$ cat config.mk
export PLATFORM = sky130hd
export DESIGN_NAME = terrain_alpha_layer_decoder_flat
export DESIGN_NICKNAME = d
export VERILOG_FILES = /design/src/hw/rtl/tald_pkg.sv /design/src/hw/rtl/tald_stream_if.sv /design/src/hw/rtl/tald_front.sv /design/src/hw/rtl/tald_job_queue.sv /design/src/hw/rtl/tald_back.sv /design/src/hw/rtl/terrain_alpha_layer_decoder.sv /design/src/flat_wrapper.sv
export VERILOG_INCLUDE_DIRS = /design/src /design/src/hw/rtl
export SDC_FILE = /design/constraint.sdc
export NUM_CORES = 1
export LEC_CHECK = 0
export BUFFER_PORTS_ARGS = -buffer_cell sky130_fd_sc_hd__buf_2
export CORE_ASPECT_RATIO = 0.7
export CORE_MARGIN = 10
export CORE_UTILIZATION = 63
export DETAILED_ROUTE_END_ITERATION = 10
export PLACE_DENSITY_LB_ADDON = 0.05
export SYNTH_ARGS = -nofsm -noshare
export SYNTH_HDL_FRONTEND = slang
export SYNTH_SLANG_ARGS = --single-unit
$ cat constraint.sdc
create_clock -name clk -period 28.7 [get_ports clk]
set_clock_uncertainty 0.2 [all_clocks]
set_input_delay 1.435 -clock clk [delete_from_list [all_inputs] [get_ports clk]]
set_output_delay 1.435 -clock clk [all_outputs]
set_load 0.01 [all_outputs]
$ cat src/hw/rtl/terrain_alpha_layer_decoder_macros.svh
// assertion macros shared by the terrain alpha layer decoder modules
`ifndef TERRAIN_ALPHA_LAYER_DECODER_MACROS_SVH
`define TERRAIN_ALPHA_LAYER_DECODER_MACROS_SVH

// same-cycle implication, disabled while in reset
`define TALD_ASSERT_IMPL(label, ck, rn, ante, cons) \
    label: assert property (@(posedge ck) disable iff (!rn) (ante) |-> (cons)) \
        else $error("tald assertion failed");

// next-cycle implication, disabled while in reset
`define TALD_ASSERT_NEXT(label, ck, rn, ante, cons) \
    label: assert property (@(posedge ck) disable iff (!rn) (ante) |=> (cons)) \
        else $error("tald assertion failed");

`endif

$ cat src/hw/rtl/tald_pkg.sv
// shared types and constants for the terrain alpha layer decoder
`timescale 1ns / 1ps

package tald_pkg;

    // default map edge and job queue depth
    localparam int unsigned MAP_DIM_DEFAULT     = 64;
    localparam int unsigned JOB_QUEUE_DEPTH_DEF = 2;

    // field widths
    localparam int unsigned BYTE_W        = 8;
    localparam int unsigned LAYER_BYTES_W = 16;
    localparam int unsigned START_W       = 12;
    localparam int unsigned RUN_LEN_W     = 13;

    // results one item can cause
    localparam int unsigned MAX_RESULTS = 5;
    localparam int unsigned RES_IDX_W   = $clog2(MAX_RESULTS);
    localparam int unsigned RES_CNT_W   = $clog2(MAX_RESULTS + 1);

    // configuration port
    localparam int unsigned CFG_IDX_W  = 2;
    localparam int unsigned CFG_DATA_W = 16;
    localparam logic [CFG_IDX_W-1:0] CFG_COMPRESSED_MODE = 2'd0;
    localparam logic [CFG_IDX_W-1:0] CFG_LAYER_BYTES     = 2'd1;
    localparam logic [CFG_IDX_W-1:0] CFG_UNSET_FILL      = 2'd2;

    // compressed stream parse phase
    typedef enum logic [1:0] {
        PH_CMD  = 2'd0,
        PH_FILL = 2'd1,
        PH_COPY = 2'd2
    } phase_t;

    // decode form picked from the registers
    typedef enum logic [1:0] {
        MODE_COMP   = 2'd0,
        MODE_RAW    = 2'd1,
        MODE_PACKED = 2'd2,
        MODE_FAIL   = 2'd3
    } mode_t;

    typedef struct packed {
        logic                     compressed_mode;
        logic [LAYER_BYTES_W-1:0] layer_bytes;
        logic [BYTE_W-1:0]        unset_fill;
    } cfg_t;

    typedef struct packed {
        logic [BYTE_W-1:0] data_byte;
        logic              end_of_data;
    } in_item_t;

    typedef struct packed {
        logic [START_W-1:0]   start_index;
        logic [RUN_LEN_W-1:0] run_length;
        logic [BYTE_W-1:0]    texel_value;
        logic                 closing;
        logic                 decode_ok;
    } out_item_t;

    // all results caused by one input item
    typedef struct packed {
        logic [RES_CNT_W-1:0]              count;
        out_item_t [MAX_RESULTS-1:0]       res;
    } job_t;

endpackage

$ cat src/hw/rtl/tald_stream_if.sv
// valid/ready stream channel with source and sink views
`timescale 1ns / 1ps

interface tald_stream_if
    import tald_pkg::*;
#(
    parameter type item_t = in_item_t
) ();

    logic  valid;
    logic  ready;
    item_t payload;

    modport source (output valid, output payload, input ready);
    modport sink (input valid, input payload, output ready);

endinterface

$ cat src/hw/rtl/tald_front.sv
// front end: parses each byte and builds the list of runs it causes
`timescale 1ns / 1ps
`include "terrain_alpha_layer_decoder_macros.svh"

module tald_front
    import tald_pkg::*;
#(
    parameter int unsigned MAP_DIM = MAP_DIM_DEFAULT
) (
    input  logic     clk,
    input  logic     rst_n,
    input  logic     accept,
    input  in_item_t item,
    input  cfg_t     cfg,
    output job_t     job
);

    localparam int unsigned MAP_SIZE    = MAP_DIM * MAP_DIM;
    localparam int unsigned PACKED_SIZE = MAP_SIZE / 2;
    localparam int unsigned PW          = $clog2(MAP_SIZE + 1);
    localparam int unsigned IW          = (PW + 1 > RUN_LEN_W) ? PW + 1 : RUN_LEN_W;
    localparam int unsigned CW          = $clog2(MAP_DIM);
    localparam int unsigned RW          = $clog2(2 * MAP_DIM + 1);
    localparam int unsigned LW          = (PW > LAYER_BYTES_W) ? PW : LAYER_BYTES_W;
    localparam int unsigned NCAND       = 4;

    logic [PW-1:0] wp_reg, wp_next, wp_upd;
    logic [PW-1:0] bc_reg, bc_next, bc_inc;
    phase_t        phase_reg, phase_next, phase_upd;
    logic [7:0]    pend_reg, pend_next, pend_upd;
    logic [7:0]    prior_reg, prior_next;
    logic [CW-1:0] col_reg, col_next, col_adv, col1;
    logic [RW-1:0] row_reg, row_next, row_adv, row1;

    mode_t         mode;
    logic          wp_room, bc_room, packed_act;
    logic [IW-1:0] fill_len;
    logic [CW:0]   col_step, col1_raw;
    logic [7:0]    v0, v1;
    logic [IW-1:0] t0;

    logic          cand_v [NCAND];
    logic [IW-1:0] cand_i [NCAND];
    logic [IW-1:0] cand_l [NCAND];
    logic [7:0]    cand_x [NCAND];

    logic [IW-1:0] close_start, close_len;
    logic          close_ok;

    logic [IW-1:0]        rs  [MAX_RESULTS];
    logic [IW-1:0]        rl  [MAX_RESULTS];
    logic [7:0]           rv  [MAX_RESULTS];
    logic                 rc  [MAX_RESULTS];
    logic                 rok [MAX_RESULTS];
    logic [RES_CNT_W-1:0] n;
    logic [RES_IDX_W-1:0] prev, slot;

    // decode form from the registers of this moment
    always_comb
    begin
        if (cfg.compressed_mode)
            mode = MODE_COMP;
        else if (LW'(cfg.layer_bytes) >= LW'(MAP_SIZE))
            mode = MODE_RAW;
        else if (LW'(cfg.layer_bytes) >= LW'(PACKED_SIZE))
            mode = MODE_PACKED;
        else
            mode = MODE_FAIL;
    end

    // shared conditions and sizes
    assign wp_room    = wp_reg < PW'(MAP_SIZE);
    assign bc_room    = bc_reg < PW'(MAP_SIZE);
    assign packed_act = (mode == MODE_PACKED) && (bc_reg < PW'(PACKED_SIZE));
    assign bc_inc     = bc_room ? bc_reg + 1'b1 : bc_reg;
    assign fill_len   = (IW'(pend_reg) < (IW'(MAP_SIZE) - IW'(wp_reg)))
                        ? IW'(pend_reg) : (IW'(MAP_SIZE) - IW'(wp_reg));

    // raster position of the first texel of the next packed byte
    assign col_step = {1'b0, col_reg} + (CW+1)'(2);
    assign col_adv  = (col_step >= (CW+1)'(MAP_DIM))
                      ? CW'(col_step - (CW+1)'(MAP_DIM)) : CW'(col_step);
    assign row_adv  = (col_step >= (CW+1)'(MAP_DIM)) ? row_reg + 1'b1 : row_reg;

    // second texel of the byte, which may wrap to the next row
    assign col1_raw = {1'b0, col_reg} + (CW+1)'(1);
    assign col1     = (col1_raw == (CW+1)'(MAP_DIM)) ? '0 : CW'(col1_raw);
    assign row1     = (col1_raw == (CW+1)'(MAP_DIM)) ? row_reg + 1'b1 : row_reg;

    // packed values; the last column repeats the one before it
    assign v0 = (col_reg == CW'(MAP_DIM - 1)) ? prior_reg
                : {item.data_byte[3:0], item.data_byte[3:0]};
    assign v1 = (col1 == CW'(MAP_DIM - 1)) ? v0
                : {item.data_byte[7:4], item.data_byte[7:4]};
    assign t0 = IW'({bc_reg, 1'b0});

    // parse phase next state
    always_comb
    begin
        phase_upd = phase_reg;
        pend_upd  = pend_reg;
        wp_upd    = wp_reg;
        if (mode == MODE_COMP && wp_room)
        begin
            case (phase_reg)
                PH_FILL:
                begin
                    wp_upd    = PW'(IW'(wp_reg) + fill_len);
                    phase_upd = PH_CMD;
                    pend_upd  = '0;
                end
                PH_COPY:
                begin
                    wp_upd   = wp_reg + 1'b1;
                    pend_upd = pend_reg - 8'd1;
                    if (pend_upd == '0)
                        phase_upd = PH_CMD;
                end
                default:
                begin
                    pend_upd  = {1'b0, item.data_byte[6:0]} + 8'd1;
                    phase_upd = item.data_byte[7] ? PH_FILL : PH_COPY;
                end
            endcase
        end
    end

    // state next values; the last byte returns everything to reset
    always_comb
    begin
        phase_next = phase_reg;
        pend_next  = pend_reg;
        wp_next    = wp_reg;
        bc_next    = bc_reg;
        prior_next = prior_reg;
        col_next   = col_reg;
        row_next   = row_reg;
        if (accept)
        begin
            if (item.end_of_data)
            begin
                phase_next = PH_CMD;
                pend_next  = '0;
                wp_next    = '0;
                bc_next    = '0;
                prior_next = '0;
                col_next   = '0;
                row_next   = '0;
            end
            else
            begin
                phase_next = phase_upd;
                pend_next  = pend_upd;
                wp_next    = wp_upd;
                bc_next    = bc_inc;
                if (packed_act)
                    prior_next = v1;
                if (bc_room)
                begin
                    col_next = col_adv;
                    row_next = row_adv;
                end
            end
        end
    end

    always_ff @(posedge clk or negedge rst_n)
    begin
        if (!rst_n)
        begin
            phase_reg <= PH_CMD;
            pend_reg  <= '0;
            wp_reg    <= '0;
            bc_reg    <= '0;
            prior_reg <= '0;
            col_reg   <= '0;
            row_reg   <= '0;
        end
        else
        begin
            phase_reg <= phase_next;
            pend_reg  <= pend_next;
            wp_reg    <= wp_next;
            bc_reg    <= bc_next;
            prior_reg <= prior_next;
            col_reg   <= col_next;
            row_reg   <= row_next;
        end
    end

    // texel runs this byte writes, before merging
    always_comb
    begin
        for (int k = 0; k < NCAND; k++)
        begin
            cand_v[k] = 1'b0;
            cand_i[k] = '0;
            cand_l[k] = '0;
            cand_x[k] = '0;
        end
        case (mode)
            MODE_COMP:
            begin
                if (wp_room && phase_reg == PH_FILL)
                begin
                    cand_v[0] = 1'b1;
                    cand_i[0] = IW'(wp_reg);
                    cand_l[0] = fill_len;
                    cand_x[0] = item.data_byte;
                end
                else if (wp_room && phase_reg == PH_COPY)
                begin
                    cand_v[0] = 1'b1;
                    cand_i[0] = IW'(wp_reg);
                    cand_l[0] = IW'(1);
                    cand_x[0] = item.data_byte;
                end
            end
            MODE_RAW:
            begin
                cand_v[0] = bc_room;
                cand_i[0] = IW'(bc_reg);
                cand_l[0] = IW'(1);
                cand_x[0] = item.data_byte;
            end
            MODE_PACKED:
            begin
                // last row is only written as the copy of the row above
                cand_v[0] = packed_act && (row_reg < RW'(MAP_DIM - 1));
                cand_i[0] = t0;
                cand_x[0] = v0;
                cand_v[1] = packed_act && (row1 < RW'(MAP_DIM - 1));
                cand_i[1] = t0 + IW'(1);
                cand_x[1] = v1;
                cand_v[2] = packed_act && (row_reg == RW'(MAP_DIM - 2));
                cand_i[2] = t0 + IW'(MAP_DIM);
                cand_x[2] = v0;
                cand_v[3] = packed_act && (row1 == RW'(MAP_DIM - 2));
                cand_i[3] = t0 + IW'(MAP_DIM + 1);
                cand_x[3] = v1;
                for (int k = 0; k < NCAND; k++)
                    cand_l[k] = IW'(1);
            end
            default:
            begin
            end
        endcase
    end

    // closing run over whatever is left, or the whole map on failure
    always_comb
    begin
        close_start = '0;
        close_len   = '0;
        close_ok    = 1'b1;
        if (mode == MODE_COMP)
        begin
            close_start = (wp_upd < PW'(MAP_SIZE)) ? IW'(wp_upd) : '0;
            close_len   = IW'(MAP_SIZE) - IW'(wp_upd);
        end
        else if (!((mode == MODE_RAW && bc_inc >= PW'(MAP_SIZE)) ||
                   (mode == MODE_PACKED && bc_inc >= PW'(PACKED_SIZE))))
        begin
            close_len = IW'(MAP_SIZE);
            close_ok  = 1'b0;
        end
    end

    // merge adjacent equal texels and append the closing run
    always_comb
    begin
        n    = '0;
        prev = '0;
        slot = '0;
        for (int i = 0; i < MAX_RESULTS; i++)
        begin
            rs[i]  = '0;
            rl[i]  = '0;
            rv[i]  = '0;
            rc[i]  = 1'b0;
            rok[i] = 1'b0;
        end
        for (int k = 0; k < NCAND; k++)
        begin
            prev = RES_IDX_W'(n - 1'b1);
            slot = RES_IDX_W'(n);
            if (cand_v[k])
            begin
                if (n != '0 && (rs[prev] + rl[prev]) == cand_i[k] && rv[prev] == cand_x[k])
                    rl[prev] = rl[prev] + cand_l[k];
                else
                begin
                    rs[slot] = cand_i[k];
                    rl[slot] = cand_l[k];
                    rv[slot] = cand_x[k];
                    n        = n + 1'b1;
                end
            end
        end
        slot = RES_IDX_W'(n);
        if (item.end_of_data)
        begin
            rs[slot]  = close_start;
            rl[slot]  = close_len;
            rv[slot]  = cfg.unset_fill;
            rc[slot]  = 1'b1;
            rok[slot] = close_ok;
            n         = n + 1'b1;
        end
    end

    // pack the job for the queue
    always_comb
    begin
        job.count = n;
        for (int i = 0; i < MAX_RESULTS; i++)
        begin
            job.res[i].start_index = rs[i][START_W-1:0];
            job.res[i].run_length  = rl[i][RUN_LEN_W-1:0];
            job.res[i].texel_value = rv[i];
            job.res[i].closing     = rc[i];
            job.res[i].decode_ok   = rok[i];
        end
    end

    `TALD_ASSERT_IMPL(a_wp_in_map, clk, rst_n, 1'b1, wp_reg <= PW'(MAP_SIZE))
    `TALD_ASSERT_IMPL(a_job_bounded, clk, rst_n, accept, job.count <= RES_CNT_W'(MAX_RESULTS))
    `TALD_ASSERT_NEXT(a_close_clears, clk, rst_n, accept && item.end_of_data,
        (bc_reg == '0) && (wp_reg == '0) && (phase_reg == PH_CMD) && (pend_reg == '0))

endmodule

$ cat src/hw/rtl/tald_job_queue.sv
// short queue of result jobs between the front and back ends
`timescale 1ns / 1ps

module tald_job_queue
    import tald_pkg::*;
#(
    parameter int unsigned DEPTH = JOB_QUEUE_DEPTH_DEF
) (
    input  logic clk,
    input  logic rst_n,
    input  logic push,
    input  job_t push_job,
    output logic full,
    output logic valid,
    output job_t head_job,
    input  logic pop
);

    localparam int unsigned PTR_W = (DEPTH > 1) ? $clog2(DEPTH) : 1;
    localparam int unsigned CNT_W = $clog2(DEPTH + 1);

    job_t             entry_reg [DEPTH];
    logic [PTR_W-1:0] wr_ptr_reg, wr_ptr_next;
    logic [PTR_W-1:0] rd_ptr_reg, rd_ptr_next;
    logic [CNT_W-1:0] count_reg, count_next;

    assign full     = count_reg == CNT_W'(DEPTH);
    assign valid    = count_reg != '0;
    assign head_job = entry_reg[rd_ptr_reg];

    // pointer wrap and fill count
    always_comb
    begin
        wr_ptr_next = wr_ptr_reg;
        rd_ptr_next = rd_ptr_reg;
        count_next  = count_reg;
        if (push)
            wr_ptr_next = (wr_ptr_reg == PTR_W'(DEPTH - 1)) ? '0 : wr_ptr_reg + 1'b1;
        if (pop)
            rd_ptr_next = (rd_ptr_reg == PTR_W'(DEPTH - 1)) ? '0 : rd_ptr_reg + 1'b1;
        if (push && !pop)
            count_next = count_reg + 1'b1;
        else if (pop && !push)
            count_next = count_reg - 1'b1;
    end

    always_ff @(posedge clk or negedge rst_n)
    begin
        if (!rst_n)
        begin
            wr_ptr_reg <= '0;
            rd_ptr_reg <= '0;
            count_reg  <= '0;
        end
        else
        begin
            wr_ptr_reg <= wr_ptr_next;
            rd_ptr_reg <= rd_ptr_next;
            count_reg  <= count_next;
        end
    end

    // job storage
    always_ff @(posedge clk)
    begin
        if (push)
            entry_reg[wr_ptr_reg] <= push_job;
    end

endmodule

$ cat src/hw/rtl/tald_back.sv
// back end: plays out the runs of each job through the output register
`timescale 1ns / 1ps
`include "terrain_alpha_layer_decoder_macros.svh"

module tald_back
    import tald_pkg::*;
(
    input  logic clk,
    input  logic rst_n,
    input  logic q_valid,
    input  job_t q_job,
    output logic pop,
    tald_stream_if.source res_out
);

    job_t                 job_reg;
    logic [RES_IDX_W-1:0] idx_reg;
    logic                 busy_reg;
    logic                 ov_reg;
    out_item_t            out_reg;
    logic                 advance, last;

    // move one run into the output register when it is free
    assign advance = busy_reg && (!ov_reg || res_out.ready);
    assign last    = advance && (RES_CNT_W'(idx_reg) == job_reg.count - 1'b1);
    assign pop     = q_valid && (!busy_reg || last);

    assign res_out.valid   = ov_reg;
    assign res_out.payload = out_reg;

    // job progress
    always_ff @(posedge clk or negedge rst_n)
    begin
        if (!rst_n)
        begin
            busy_reg <= 1'b0;
            idx_reg  <= '0;
            ov_reg   <= 1'b0;
        end
        else
        begin
            if (pop)
            begin
                busy_reg <= 1'b1;
                idx_reg  <= '0;
            end
            else if (advance)
            begin
                idx_reg <= idx_reg + 1'b1;
                if (last)
                    busy_reg <= 1'b0;
            end
            if (advance)
                ov_reg <= 1'b1;
            else if (res_out.ready)
                ov_reg <= 1'b0;
        end
    end

    // job and output payload
    always_ff @(posedge clk)
    begin
        if (pop)
            job_reg <= q_job;
        if (advance)
            out_reg <= job_reg.res[idx_reg];
    end

    `TALD_ASSERT_IMPL(a_job_not_empty, clk, rst_n, busy_reg, job_reg.count != '0)
    `TALD_ASSERT_IMPL(a_idx_in_job, clk, rst_n, busy_reg, RES_CNT_W'(idx_reg) < job_reg.count)
    `TALD_ASSERT_IMPL(a_out_held, clk, rst_n, busy_reg && (idx_reg != '0), ov_reg)

endmodule

$ cat src/hw/rtl/terrain_alpha_layer_decoder.sv
// Terrain alpha layer decoder: takes one alpha byte per item and reports the rebuilt
// MAP_DIM x MAP_DIM map as runs of equal texels. The front end accepts a byte every
// cycle while its two-job queue has room and turns it into a job of zero to five runs
// in that same cycle; the back end sends runs one per cycle, while the output is ready,
// through its single output register. Raw and compressed bytes give at most one run,
// plus one on the last byte; packed bytes in the second to last row give up to four.
// A run passes through the job queue, the back end's job register and the output
// register. Registers may be written only while the block is idle.
`timescale 1ns / 1ps

module terrain_alpha_layer_decoder
    import tald_pkg::*;
#(
    parameter int unsigned MAP_DIM     = MAP_DIM_DEFAULT,
    parameter int unsigned QUEUE_DEPTH = JOB_QUEUE_DEPTH_DEF
) (
    input  logic                  clk,
    input  logic                  rst_n,
    input  logic                  cfg_write_en,
    input  logic [CFG_IDX_W-1:0]  cfg_index,
    input  logic [CFG_DATA_W-1:0] cfg_data,
    tald_stream_if.sink           byte_in,
    tald_stream_if.source         res_out
);

    cfg_t cfg_reg;
    logic accept, push, q_full, q_valid, pop;
    job_t front_job, q_job;

    // configuration registers
    always_ff @(posedge clk or negedge rst_n)
    begin
        if (!rst_n)
            cfg_reg <= '0;
        else if (cfg_write_en)
        begin
            case (cfg_index)
                CFG_COMPRESSED_MODE: cfg_reg.compressed_mode <= cfg_data[0];
                CFG_LAYER_BYTES:     cfg_reg.layer_bytes     <= cfg_data[LAYER_BYTES_W-1:0];
                CFG_UNSET_FILL:      cfg_reg.unset_fill      <= cfg_data[BYTE_W-1:0];
                default:
                begin
                end
            endcase
        end
    end

    // input handshake; items with no runs skip the queue
    assign byte_in.ready = !q_full;
    assign accept        = byte_in.valid && !q_full;
    assign push          = accept && (front_job.count != '0);

    tald_front #(
        .MAP_DIM (MAP_DIM)
    ) u_front (
        .clk    (clk),
        .rst_n  (rst_n),
        .accept (accept),
        .item   (byte_in.payload),
        .cfg    (cfg_reg),
        .job    (front_job)
    );

    tald_job_queue #(
        .DEPTH (QUEUE_DEPTH)
    ) u_queue (
        .clk      (clk),
        .rst_n    (rst_n),
        .push     (push),
        .push_job (front_job),
        .full     (q_full),
        .valid    (q_valid),
        .head_job (q_job),
        .pop      (pop)
    );

    tald_back u_back (
        .clk     (clk),
        .rst_n   (rst_n),
        .q_valid (q_valid),
        .q_job   (q_job),
        .pop     (pop),
        .res_out (res_out)
    );

endmodule

$ cat src/flat_wrapper.sv
// flat-port wrapper written by rule: the top's interface ports become plain ports
module terrain_alpha_layer_decoder_flat import tald_pkg::*;
#(
    parameter int unsigned MAP_DIM     = MAP_DIM_DEFAULT,
    parameter int unsigned QUEUE_DEPTH = JOB_QUEUE_DEPTH_DEF
)
  (clk, rst_n, cfg_write_en, cfg_index, cfg_data, byte_in_valid, byte_in_payload, byte_in_ready, res_out_valid, res_out_payload, res_out_ready);
  tald_stream_if #(.item_t(in_item_t)) byte_in_i ();
  tald_stream_if #(.item_t(out_item_t)) res_out_i ();
  input  logic clk;
  input  logic rst_n;
  input  logic cfg_write_en;
  input  logic [CFG_IDX_W-1:0] cfg_index;
  input  logic [CFG_DATA_W-1:0] cfg_data;
  input wire logic [$bits(byte_in_i.valid)-1:0] byte_in_valid;
  input wire logic [$bits(byte_in_i.payload)-1:0] byte_in_payload;
  output wire logic [$bits(byte_in_i.ready)-1:0] byte_in_ready;
  output wire logic [$bits(res_out_i.valid)-1:0] res_out_valid;
  output wire logic [$bits(res_out_i.payload)-1:0] res_out_payload;
  input wire logic [$bits(res_out_i.ready)-1:0] res_out_ready;
  assign byte_in_i.valid = byte_in_valid;
  assign byte_in_i.payload = byte_in_payload;
  assign byte_in_ready = byte_in_i.ready;
  assign res_out_valid = res_out_i.valid;
  assign res_out_payload = res_out_i.payload;
  assign res_out_i.ready = res_out_ready;
  terrain_alpha_layer_decoder #(.MAP_DIM(MAP_DIM), .QUEUE_DEPTH(QUEUE_DEPTH)) u_core (.clk(clk), .rst_n(rst_n), .cfg_write_en(cfg_write_en), .cfg_index(cfg_index), .cfg_data(cfg_data), .byte_in(byte_in_i), .res_out(res_out_i));
endmodule
[After elaboration in Yosys (flattened, before gate mapping)]
Memories as Yosys holds them, arrays and structs flattened. A register that Yosys moved wholly into a read port is not among the register bits.
Cells that the tools add are included.
Cells by class
  add/sub/neg operators: 33
  order comparisons: 27
  equality and inequality tests: 20
  multiplexer cells: 166
  bitwise gates (word level): 8
  reductions and logical operators: 64
Operators with widths (count)
  $mux W70: 12
  $bwmux W70: 11
  $mux W14: 24
  $demux W14 S3: 7
  $mux W40: 7
  $bmux W14 S3: 6
  $mux W8: 23
  $bwmux W40: 4
  $mux W13: 9
  $bmux W35 S3: 1
  $demux W8 S3: 4
  $add A14 B14 Y14: 6
  $bmux W8 S3: 3
  $mux W69: 1
  $mux W68: 1
  $eq A14 B14 Y1: 3
  $mux W42: 1
  $pmux W14 S3: 1
  $lt A13 B13 Y1 const B: 3
  $mux W35: 1
  $logic_and A1 B1 Y1: 30
  $mux W3: 10
  $mux W29: 1
  $add A14 B7 Y14 const B: 2
  other kinds (57): 147
Storage, ports and cells
  register bits after elaboration: 127
  bits in writable memories: 356
  bits of input ports: 32
  output and inout bits: 37
  word-level logic and storage cells: 340
  memories: 1
Memory list
  u_core.u_queue.entry_reg: depth 2, width 178, rd ports 1, clocked after memory_dff 1, wr ports 1, RTL line tald_job_queue.sv:22  | job_t entry_reg [DEPTH];

[Longest topological paths before layout]
  depth in word-level cells: 50
  depth in mapped cells: 83
  mapped depth without buffers: 79

[Hierarchy]
From an unflattened synthesis, not the netlist that was laid out.
Unflattened totals
  cells, all modules: 2795
  area total of the unflattened synthesis: 34269.1 µm²
By module, submodules not included
  tald_job_queue: times used 1, cells each 570, area each 13446.6 µm², sequential area each 10790.3 µm²
  tald_front: times used 1, cells each 1769, area each 11747.5 µm², sequential area each 1226.2 µm²
  tald_back: times used 1, cells each 399, area each 8061.5 µm², sequential area each 6521.3 µm²
  terrain_alpha_layer_decoder: times used 1, cells each 57, area each 1013.5 µm², sequential area each 625.6 µm²

[Worst setup path after synthesis]
OpenSTA, ideal clock, no wires.
  path type: reg2reg
  from: register u_core.u_front.wp_reg[1]
  to: memory u_core.u_queue.entry_reg[0][0] (netlist name) (enable)
  data arrival time: 22.588 ns
  slack: 5.192 ns
  cell stages (with the launch flop): 75
  path through: dfrtp_1 -> inv_1 -> ha_1 -> inv_1 -> ha_1 -> a21o_1 -> a21o_1 -> a21o_1 -> a21o_1 -> a21o_1 -> a211oi_1 -> a2111o_1 -> clkbuf_1 -> a21oi_1 -> a31oi_1 -> ha_1 -> fa_1 -> xnor2_1 -> [... 39 more ...] -> a2111o_1 -> a31oi_1 -> o21ai_0 -> o311ai_0 -> o211a_1 -> nor2_1 -> nor4b_1 -> nand3_1 -> a2111oi_0 -> nand4_1 -> o21ai_4 -> mux2i_1 -> inv_1 -> ha_1 -> o22ai_1 -> a31oi_1 -> o41ai_4 -> nor2_1
RTL lines
  from (decl): RTL line tald_front.sv:27  | logic [PW-1:0] wp_reg, wp_next, wp_upd;
  from (signal assigned): RTL line tald_front.sv:183  | wp_reg <= wp_next;
  to (decl): RTL line tald_job_queue.sv:22

==> metrics.txt <==
antenna diode count 0; register area share after synthesis 56.2%; critical path class flop to flop; core area 52500 µm²; setup tns final 0 ns; outcome complete, no violations; Area contributors post-synth edfxtp_1 51%, mux2_2 6.7%, dfrtp_1 5.4%; pin count of the biggest net entering global routing 179; syn avg cell area 12.0 µm²; CP arrival 22.74 ns; vias in the first global route 23100; Highest Clock Rate 44.1 MHz; Initial Utilization 64.0%; Ys Warns 0; initial detailed-routing violation count 3484; vias per cell 6.67; Netlist Area Pre-Place 33600 µm²; post-detail-place hpwl 67400 µm; Yosys cell types 101; Worst path slowest cell xnor2_2; root buf cell clkbuf_16; Power Total 3.38 mW; share of the synthesized area in the top cell type 50.9%; post-detailed-route count of antenna-violating nets 0; Max clock buf depth 3; Remaining Overflow, GRT 0; fin crit share 79.1%; final WL 96400 µm; CTS tree done; Layout Area Growth over Synthesis 9.31%; fill cell count 3587; Hold Violations, Final 0; layout cell share with drive strength beyond 1 16.3%; DIE AREA 63100 µm²; Peak VDD IR 0.0796 mV; routed wire length per instance 26.5 µm; number of synthesized flops with an enable pin 569; DIE WIDTH 296 µm; number of flip-flops in the largest register 356; # Post-CTS Setup Buffers 0; Clock Latency Late Sink 0.66 ns; ys async rst share 11.2%; placement row count 70; number of I/O pins 69; startpoint class of the critical path flop; # port buffers 65; initial antenna violation count 0; Tot GR Track Use 30.3%; Clock Sinks 641; Slew Limit Fails 0; Most common cell on crit path ha_1; final core utilization 70.0%; RSZ-0062 raised after global routing false; Largest stage delay, worst path 0.81 ns; worst slew pin tran 1.31 ns; LEAKAGE 13.5 nW; WHS 0.313 ns; Cells after Synth 2805; Die Ht 213 µm; CTS H-tree depth 2; first-pass GRT wire length 144000 µm; Reg clk slew, reported paths 0.07 ns; register bit total from synthesis 641; fin crit period 22.70 ns; Synth Flop Type edfxtp_1; DRC Markers 0; DR vias 24300; hold buffers post-CTS 0; crit-path max FO 177; Setup-failing EPs final 0; Pre-antenna DRT Iters 8; Min-Delay Path Class flop to flop; headroom to the max-slew limit 12.4%; Final GP Congestion 1.01; PostCTS Resize Cnt 0; area leader, netlist edfxtp_1; Final #Nets 3030; Max-Cap Viols 0; number of buffers created by CTS 57; PD cells 92.1 nW/µm²; CP endpoint kind flop; WP data required 28.74 ns
==> logic make-up after synthesis <==
group	count (synthesis)	share of synthesized area, %
other cells	1	0.0112
mux	276	10.3
fa+ha+maj	88	3.37
compound gates	606	12.0
xor+xnor	136	3.61
flops	641	56.2
simple gates	796	11.5
buf+inv	261	3.05
==> synthesized netlist by cell type, types with 7 or more instances <==
| cell type | instances |
|---|---|
| o211ai_1 | 16 |
| ha_1 | 84 |
| mux4_2 | 35 |
| buf_2 | 21 |
| nor3_1 | 44 |
| and2_1 | 23 |
| nor4_1 | 20 |
| o21ai_0 | 167 |
| o21ai_1 | 8 |
| nand4_1 | 28 |
| o31ai_1 | 16 |
| o21bai_1 | 11 |
| nand2_1 | 234 |
| and3_1 | 29 |
| o22ai_1 | 18 |
| o221ai_1 | 13 |
| nor3b_1 | 7 |
| a21o_1 | 38 |
| nand2b_1 | 31 |
| a31oi_1 | 20 |
| a22oi_1 | 20 |
| dfrtp_1 | 72 |
| edfxtp_1 | 569 |
| mux2_2 | 201 |
| xor2_1 | 43 |
| a21boi_0 | 8 |
| or2_2 | 13 |
| or3_1 | 18 |
| clkbuf_1 | 119 |
| o21a_1 | 33 |
| nor2_1 | 216 |
| xnor2_1 | 91 |
| a221oi_1 | 7 |
| buf_1 | 8 |
| mux2i_1 | 39 |
| nor2b_1 | 16 |
| a211oi_1 | 23 |
| inv_1 | 105 |
| nand3b_1 | 8 |
| a22o_1 | 9 |
| nand3_1 | 75 |
| a21oi_1 | 117 |
==> critical path, delay by kind of cell (launching register included) <==
kind | cells | cell delay, ns
buffers and inverters | 8 | 1.69
DFF | 1 | 0.50
xor gates and xnor gates | 3 | 1.19
and+or+nand+nor | 20 | 5.21
AOI/OAI and AO/OA | 32 | 8.80
muxes | 1 | 0.24
adders and majority gates | 10 | 4.00
==> per-layer routing <==
layer	routed length, µm	up-vias	part of all wire, %	track usage [%]
met5	0	-	0	0
met2	41300	1454	43	44.0
met3	12200	202	13	9.33
met1	40000	11900	42	43.3
met4	2790	0	2.9	8.78
li1	-	10700	-	-
==> cells in the final DEF (no fill, tap or decap), drive strengths merged, types with 84 or more instances in the layout <==
cell type and instances:
mux2 202, buf 103, conb 95, o21ai 177
nor2 217, ha 84, a21oi 119, nand2 234
inv 115, xnor2 92, edfxtp 569
==> per-stage QoR <==
step                      instances  cell area, µm²  setup slack (ns)
final                          3638           36700              6.00
after global routing           3638           36700              4.94
after CTS                      3638           36700              7.15
after detailed placement       3535           34900              7.27
after global placement         3535           34900              7.64
after floorplan                2899           33900              5.19
==> path summary, 6_finish.rpt <==
path / start / endpoint / slack [ns] / cells after the start
worst min register to register: u_core.u_back.busy_reg$_DFFE_PN0P_ / u_core.u_back.res_out.valid$_DFFE_PN0P_ / 0.31 / 1
worst min-delay path: u_core.u_back.busy_reg$_DFFE_PN0P_ / u_core.u_back.res_out.valid$_DFFE_PN0P_ / 0.31 / 1
worst max-delay path: u_core.u_front.wp_reg[1]$_DFFE_PN0P_ / u_core.u_queue.entry_reg[0][168]$_DFFE_PP_ / 6.00 / 74
max in group asynchronous: rst_n / u_core.u_queue.rd_ptr_reg$_DFFE_PN0P_ / 26.68 / 2
worst max register to register: u_core.u_front.wp_reg[1]$_DFFE_PN0P_ / u_core.u_queue.entry_reg[0][168]$_DFFE_PP_ / 6.00 / 74
min in group asynchronous: rst_n / u_core.u_front.bc_reg[0]$_DFFE_PN0P_ / 0.50 / 1
==> final cells by class <==
cell class / count / area (µm²) / share of cell area [%]
repair buffers: 103 / 638 / 1.74
inverters: 110 / 413 / 1.12
well taps: 684 / 856 / 2.33
clock inverters: 36 / 375 / 1.02
clock buffers: 67 / 1470 / 4.01
multi-input cells: 1997 / 14100 / 38.3
flip-flops and latches: 641 / 18900 / 51.5
==> where the power goes <==
| part | switching (mW) | internal, mW |
|---|---|---|
| Combinational | 0.740 | 0.435 |
| Clock | 0.350 | 0.417 |
| Sequential | 0.113 | 1.33 |
No activity file was read; power rests on OpenSTA's default activity.
